==> src/ebmlhp_pkg.sv <==
`timescale 1ns / 1ps
// ----------------------------------------------------------------------------
// EBML element header parser package
// Shared types and constants for the element header parser.
// ----------------------------------------------------------------------------
package ebmlhp_pkg;

    localparam int MAX_VINT_OCTETS = 8;
    localparam logic [7:0] MARKER_TOP = 8'h80;
    localparam int ID_W = 64;
    localparam int SIZE_W = 56;
    localparam int BYTE_W = 8;
    localparam int LEFT_W = 3;

    typedef enum logic [1:0] {
        KIND_HEADER  = 2'd0,
        KIND_PAYLOAD = 2'd1,
        KIND_ERROR   = 2'd2
    } t_kind;

    typedef enum logic [1:0] {
        PH_ID      = 2'd0,
        PH_SIZE    = 2'd1,
        PH_PAYLOAD = 2'd2,
        PH_HALT    = 2'd3
    } t_phase;

    typedef struct packed {
        logic              bad;
        logic [LEFT_W-1:0] extra;
        logic [BYTE_W-1:0] stripped;
    } t_lead;

    typedef struct packed {
        logic              has;
        t_kind             kind;
        logic [ID_W-1:0]   id;
        logic [SIZE_W-1:0] size;
        logic [BYTE_W-1:0] pbyte;
        logic              last;
    } t_result;

endpackage

==> src/ebmlhp_vint_lead.sv <==
`timescale 1ns / 1ps
// ----------------------------------------------------------------------------
// Vint leading byte decoder
// Finds the octet count of a vint from its first byte, strips the length
// marker and flags a malformed first byte.
// ----------------------------------------------------------------------------
module ebmlhp_vint_lead
    import ebmlhp_pkg::*;
(
    input  logic [BYTE_W-1:0] i_byte,
    output t_lead             o_lead
);

    logic [3:0]        octets;
    logic [BYTE_W-1:0] mark;

    always_comb begin
        octets = 4'd9;
        for (int i = 0; i < BYTE_W; i++) begin
            if (i_byte[i]) begin
                octets = 4'(BYTE_W - i);
            end
        end
        mark = MARKER_TOP >> (octets - 4'd1);
        o_lead.bad      = (i_byte == '0) || (octets > 4'(MAX_VINT_OCTETS));
        o_lead.extra    = LEFT_W'(octets - 4'd1);
        o_lead.stripped = i_byte ^ mark;
    end

endmodule

==> src/ebmlhp_core.sv <==
`timescale 1ns / 1ps
// ----------------------------------------------------------------------------
// Element header parser core
// Holds the parse state and works out the result and next state for one word.
// ----------------------------------------------------------------------------
module ebmlhp_core
    import ebmlhp_pkg::*;
(
    input  logic              i_clk,
    input  logic              i_rst_n,
    input  logic              i_step,
    input  logic [BYTE_W-1:0] i_byte,
    output t_result           o_result
);

    t_phase            r_phase, n_phase;
    logic [LEFT_W-1:0] r_left, n_left;
    logic [ID_W-1:0]   r_id, n_id;
    logic [SIZE_W-1:0] r_size, n_size;
    logic [SIZE_W-1:0] r_pay_left, n_pay_left;
    t_lead             lead;

    ebmlhp_vint_lead u_lead (
        .i_byte (i_byte),
        .o_lead (lead)
    );

    always_comb begin
        n_phase    = r_phase;
        n_left     = r_left;
        n_id       = r_id;
        n_size     = r_size;
        n_pay_left = r_pay_left;
        unique case (r_phase)
            PH_ID: begin
                if (r_left == '0) begin
                    if (lead.bad) begin
                        n_phase = PH_HALT;
                    end else begin
                        n_id   = ID_W'(i_byte);
                        n_left = lead.extra;
                        if (lead.extra == '0) begin
                            n_phase = PH_SIZE;
                        end
                    end
                end else begin
                    n_id   = {r_id[ID_W-BYTE_W-1:0], i_byte};
                    n_left = r_left - 1'b1;
                    if (r_left == LEFT_W'(1)) begin
                        n_phase = PH_SIZE;
                    end
                end
            end
            PH_SIZE: begin
                if (r_left == '0) begin
                    if (lead.bad) begin
                        n_phase = PH_HALT;
                    end else begin
                        n_size = SIZE_W'(lead.stripped);
                        n_left = lead.extra;
                    end
                end else begin
                    n_size = {r_size[SIZE_W-BYTE_W-1:0], i_byte};
                    n_left = r_left - 1'b1;
                end
                if (!lead.bad || r_left != '0) begin
                    if (n_left == '0) begin
                        n_pay_left = n_size;
                        n_phase    = (n_size != '0) ? PH_PAYLOAD : PH_ID;
                    end
                end
            end
            PH_PAYLOAD: begin
                n_pay_left = r_pay_left - 1'b1;
                if (r_pay_left == SIZE_W'(1)) begin
                    n_phase = PH_ID;
                end
            end
            PH_HALT: begin
                n_left = '0;
            end
            default: begin
                n_phase = PH_HALT;
            end
        endcase
    end

    always_comb begin
        o_result = '0;
        unique case (r_phase)
            PH_ID: begin
                if (r_left == '0 && lead.bad) begin
                    o_result.has  = 1'b1;
                    o_result.kind = KIND_ERROR;
                end
            end
            PH_SIZE: begin
                if (r_left == '0 && lead.bad) begin
                    o_result.has  = 1'b1;
                    o_result.kind = KIND_ERROR;
                end else if (n_left == '0) begin
                    o_result.has  = 1'b1;
                    o_result.kind = KIND_HEADER;
                    o_result.id   = r_id;
                    o_result.size = n_size;
                end
            end
            PH_PAYLOAD: begin
                o_result.has   = 1'b1;
                o_result.kind  = KIND_PAYLOAD;
                o_result.pbyte = i_byte;
                o_result.last  = (r_pay_left == SIZE_W'(1));
            end
            PH_HALT: begin
                o_result.has = 1'b0;
            end
            default: begin
                o_result.has = 1'b0;
            end
        endcase
    end

    always_ff @(posedge i_clk) begin
        if (!i_rst_n) begin
            r_phase    <= PH_ID;
            r_left     <= '0;
            r_id       <= '0;
            r_size     <= '0;
            r_pay_left <= '0;
        end else if (i_step) begin
            r_phase    <= n_phase;
            r_left     <= n_left;
            r_id       <= n_id;
            r_size     <= n_size;
            r_pay_left <= n_pay_left;
        end
    end

endmodule

==> src/ebml_element_header_parser.sv <==
`timescale 1ns / 1ps
// ----------------------------------------------------------------------------
// EBML element header parser
// Parses a flat stream of EBML elements into header results and payload words.
// ----------------------------------------------------------------------------
// Each input word is one byte of the element stream; the block takes one word
// per clock while o_stall is low. A word is held in an input register, decoded
// by the parser core in a single pass, and any result lands in the output
// register when the core steps on the word. ID bytes and all but the
// last size byte give no result; the last size byte gives one header word with
// the ID (marker kept) and size (marker removed); each payload byte gives one
// payload word, with the last flag on the final one. A first vint byte of zero
// gives an error word, after which the block takes words but gives no result
// until reset.
module ebml_element_header_parser
    import ebmlhp_pkg::*;
(
    input  logic              i_clk,
    input  logic              i_rst_n,
    input  logic              i_valid,
    output logic              o_stall,
    input  logic [BYTE_W-1:0] i_data_byte,
    output logic              o_valid,
    input  logic              i_stall,
    output logic [1:0]        o_result_kind,
    output logic [ID_W-1:0]   o_element_id,
    output logic [SIZE_W-1:0] o_element_size,
    output logic [BYTE_W-1:0] o_payload_byte,
    output logic              o_last_payload
);

    logic              r_in_valid;
    logic [BYTE_W-1:0] r_in_byte;
    logic              r_out_valid;
    t_result           r_out;
    t_result           res;
    logic              step;
    logic              in_accept;

    ebmlhp_core u_core (
        .i_clk    (i_clk),
        .i_rst_n  (i_rst_n),
        .i_step   (step),
        .i_byte   (r_in_byte),
        .o_result (res)
    );

    assign step      = r_in_valid && (!res.has || !r_out_valid || !i_stall);
    assign o_stall   = r_in_valid && !step;
    assign in_accept = i_valid && !o_stall;

    always_ff @(posedge i_clk) begin
        if (!i_rst_n) begin
            r_in_valid <= 1'b0;
        end else if (in_accept) begin
            r_in_valid <= 1'b1;
        end else if (step) begin
            r_in_valid <= 1'b0;
        end
    end

    always_ff @(posedge i_clk) begin
        if (in_accept) begin
            r_in_byte <= i_data_byte;
        end
    end

    always_ff @(posedge i_clk) begin
        if (!i_rst_n) begin
            r_out_valid <= 1'b0;
        end else if (step && res.has) begin
            r_out_valid <= 1'b1;
        end else if (!i_stall) begin
            r_out_valid <= 1'b0;
        end
    end

    always_ff @(posedge i_clk) begin
        if (step && res.has) begin
            r_out <= res;
        end
    end

    assign o_valid        = r_out_valid;
    assign o_result_kind  = r_out.kind;
    assign o_element_id   = r_out.id;
    assign o_element_size = r_out.size;
    assign o_payload_byte = r_out.pbyte;
    assign o_last_payload = r_out.last;

    a_halt_silent: assert property (@(posedge i_clk) disable iff (!i_rst_n)
        o_valid && !i_stall && o_result_kind == KIND_ERROR |=> !o_valid)
        else $error("result word after error");

    a_last_only_payload: assert property (@(posedge i_clk) disable iff (!i_rst_n)
        o_valid && o_last_payload |-> o_result_kind == KIND_PAYLOAD)
        else $error("last flag on a non-payload word");

    a_non_header_zero: assert property (@(posedge i_clk) disable iff (!i_rst_n)
        o_valid && o_result_kind != KIND_HEADER |-> o_element_id == '0 && o_element_size == '0)
        else $error("header fields set on a non-header word");

    a_no_stall_empty: assert property (@(posedge i_clk) disable iff (!i_rst_n)
        o_stall |-> o_valid && i_stall)
        else $error("input stalled while output is free");

endmodule
==> config.mk <==
export PLATFORM = sky130hd
export DESIGN_NAME = ebml_element_header_parser
export DESIGN_NICKNAME = d
export VERILOG_FILES = /design/src/ebmlhp_pkg.sv /design/src/ebmlhp_vint_lead.sv /design/src/ebmlhp_core.sv /design/src/ebml_element_header_parser.sv
export SDC_FILE = /design/constraint.sdc
export NUM_CORES = 1
export LEC_CHECK = 0
export BUFFER_PORTS_ARGS = -buffer_cell sky130_fd_sc_hd__buf_2
export CAP_MARGIN = 20
export CORE_MARGIN = 2
export CORE_UTILIZATION = 39
export CTS_CLUSTER_DIAMETER = 80
export CTS_CLUSTER_SIZE = 8
export DETAILED_ROUTE_END_ITERATION = 10
export PLACE_DENSITY_LB_ADDON = 0.12
export RECOVER_POWER = 25
export SETUP_SLACK_MARGIN = 0.05
export SLEW_MARGIN = 40
export SYNTH_ARGS = -nofsm -noshare
export SYNTH_HDL_FRONTEND = slang
export SYNTH_HIERARCHICAL = 1
export SYNTH_SLANG_ARGS = --single-unit
==> constraint.sdc <==
create_clock -name i_clk -period 13.5 [get_ports i_clk]
set_input_delay 2.025 -clock i_clk [delete_from_list [all_inputs] [get_ports i_clk]]
set_output_delay 2.025 -clock i_clk [all_outputs]
set_load 0.02 [all_outputs]
==> flow_summary.toml <==
[timing]
slew_headroom_pct = -56.7
setup_viol = 0
report.final.slew_viol_count = 110
fin_setup_tns_ns = 0
period_share_pct = 52.4
tightest_slew_ns = 2.35
hold_viol_final = 0
rsz0062_at_grt = "false"
fmaxAchievable_mhz = 141
fin_skew_ns = 0.0344
period_needed_ns = 7.07

[logic_synthesis]
synthTopCellsByArea = "edfxtp_1 (28%), dfxtp_1 (25%), a21oi_1 (5.9%), and2_1 (5.2%), nor2_1 (3.7%)"
synthesis.nets = 1610
synth_warnings = 6
synth_area_sq_um = 14800
synth.distinct_cells = 75
synth_edf_count = 139
postSynth.asyncResetShare_pct = 0
synth.avg_cell_area_sq_um = 9.34
synth_top_cell_by_area = "edfxtp_1"
postSynthCellCount = 1584
yosysSeqAreaShare_pct = 53.0
netlist.area_leader.share_pct = 28.2
ys.flop_type = "dfxtp_1"
ys_seq_elements = 322

[setup_path]
slowest_delay_ns = 0.60
crit_type = "reg2out"
cp-end-kind = "output pin"
start_kind = "register"
cp_slowest_cell = "o31ai_1"
cp.arrival_ns = 5.05
r2r_setup_slack_ns = 6.92
worst-path-max-fanout = 16
timing.rr.start = "r_in_byte[1]"
critical_path_buf_inv_count = 1
r2r-end = "u_core/r_pay_left[37]"
setup.worst_path.start = "r_in_byte[1]"
timing.critical_path.mode_cell = "a21oi_1"
rr_worst_depth = 20
crit_family = "compound AO/OA/AOI/OAI gates"
path_cells = "nand2b_1, a21oi_1, nor2_1, o31ai_1, ha_1, nor3_2, or2_1, and3b_1, o311ai_1, a21oi_1, o31ai_1, a21oi_1, a21oi_1, and4_4, buf_2"
cp.required_ns = 11.48

[min_path]
worst_hold_path.num_cells = 2
whs_endpoint = "u_core/r_id[59]"
hold_class = "reg2reg"
hp-start = "u_core/r_id[59]"

[outcome]
status = "finished with violations"
violations = "capacitance limit, slew limit"

[floorplanning]
start_util_pct = 39.4
die_area_sq_um = 39500
die_w_um = 199
rows = 71
ioPinCount = 145
die_h_um = 199
coreArea_sq_um = 37500

[finish]
antenna_cells = 0
layout-drive-gt1-share_pct = 7.45
layout_common_cells = "dfxtp_1 (183), a21oi_1 (172), clkbuf_1 (162), nand2_1 (144), nor2_1 (143)"
num-fill-cells = 3700
syn_to_final_growth_pct = 15.3
fin_area_sq_um = 17000
final_nets = 1698
final_common_cell = "dfxtp_1"

[placement]
placed_cell_area_sq_um = 15900
numPortBuffers = 144
hpwl_um = 27400
gp_congestion = 0.853

[cts]
postCtsSetupBuffers = 0
cts_buffers = 46
clockBufferDepth = 3
cts_sinks = 322
cts_tree = "built"
postCtsHoldBufs = 0
cts-root-buf = "clkbuf_16"
clock_latency_ns = 0.58
cts_resized = 0
htreeDepth = 2
clk_pin_slew_worst_paths_ns = 0.05

[global_route]
grt_pass1_wl_um = 66800
grt_pass1_vias = 11200
grt-busiest-layer = "met1"
grtUsageTotal_pct = 21.7
grt_use_met1_pct = 33.0
grtUsageMet2_pct = 31.2
met3_usage_pct = 3.36
grt_overflow = 0
grt_start_max_net_pins = 82
antenna_found_initial = 0

[pwr]
p_leak_nw = 5.79
p_per_area_nw_per_um2 = 132
peakVddDrop_mv = 0.0905

[detailed_routing]
drtPass1Iterations = 5
drtAntennaViolNets = 0
drt_iter0_drc = 1244
vias = 12500
wirelength_um = 43700
wire_per_inst_um = 19.7
via_per_inst = 5.62
route.detailed.drc = 0

[job]
cap_violations = 2
-- layer usage --
| metal | vias up | part of all wire [%] |
|---|---|---|
| met2 | 425 | 43 |
| met3 | 72 | 6.2 |
| li1 | 5959 | - |
| met5 | - | 0 |
| met1 | 6003 | 48 |
| met4 | 0 | 2.3 |
-- report_power, final --
part | total (W) | switching, W | internal [W]
logic | 0.000153 | 0.000113 | 0.0000395
clock network | 0.00107 | 0.000422 | 0.000647
registers | 0.00103 | 0.00000926 | 0.00102
total | 0.00225 | 0.000545 | 0.00170
-- cell families (layout without fill, tap and decap cells) --
kind of cell / count (synthesis) / count (layout) / share of synthesized area, %
compound gates: 402 / 402 / 17.0
buf+inv: 143 / 264 / 3.78
flops: 322 / 322 / 53.0
fa+ha+maj: 14 / 14 / 1.18
mux: 22 / 22 / 1.57
simple gates: 681 / 681 / 23.5
-- Yosys cell counts, drive strengths merged, types with 3 or more instances --
master	n
or4	11
edfxtp	139
o32ai	5
a22oi	51
o31ai	8
a2111oi	4
buf	28
dfxtp	183
a41oi	6
nor2b	4
nand4	11
a22o	3
o41ai	5
clkbuf	95
or2	7
nor4b	5
a21oi	174
mux2	9
ha	14
mux2i	13
nand3	106
a211oi	9
nor3	39
o21a	6
o22ai	18
a31oi	21
nor2	146
a21o	4
nand2	145
o211ai	9
inv	19
o31a	7
nand2b	12
or3	8
nor4	26
o21ai	51
and2	122
and4b	7
and3	23
-- metrics by stage --
step | cells | setup slack [ns] | util (%) | total power, W | hold slack (ns)
2_1_floorplan | 1584 | 3.33 | - | 0.00115 | 0.427
3_3_place_gp | 2135 | 6.81 | 42.3 | 0.00120 | 0.438
3_5_place_dp | 2135 | 6.86 | 42.4 | 0.00120 | 0.441
4_1_cts | 2216 | 6.60 | 45.9 | 0.00227 | 0.448
5_1_grt | 2216 | 6.04 | 45.5 | 0.00233 | 0.469
6_report | 2216 | 6.43 | 45.5 | 0.00225 | 0.449
-- area by class of cell --
| type | count | area, sq um | area share (%) |
|---|---|---|---|
| sequential | 322 | 7840 | 46.0 |
| multi-input combinational | 1119 | 6450 | 37.8 |
| clock buffer | 78 | 1290 | 7.58 |
| timing repair buffer | 163 | 708 | 4.15 |
| tap | 511 | 639 | 3.75 |
| inverter | 20 | 80.1 | 0.470 |
| clock inverter | 3 | 37.5 | 0.220 |
-- flip-flops by register name, indices dropped and copies added, names as in the netlist --
register           count
u_core/r_pay_left     56
o_payload_byte         8
o_valid                1
r_in_byte              8
u_core/r_left          3
u_core/r_phase         2
o_element_size        56
o_element_id          64
r_in_valid             1
o_result_kind          2
u_core/r_size         56
u_core/r_id           64
o_last_payload         1
-- worst max path at each step --
stage                     slack, ns                    end  cells past startpoint
after floorplan                3.33        o_element_id[0]                     16
after global placement         6.81  u_core/r_pay_left[50]                     20
after detailed placement       6.86  u_core/r_pay_left[53]                     20
after CTS                      6.60                o_stall                     15
after global routing           6.04                o_stall                     15
final                          6.43                o_stall                     15
-- tightest hold or removal path, stage by stage, from the launching register on --
cell,delay [ns]
dfxtp_1,0.30
nand2_1,0.05
a21oi_1,0.05
Note: power is estimated with default switching activity, not from simulation.
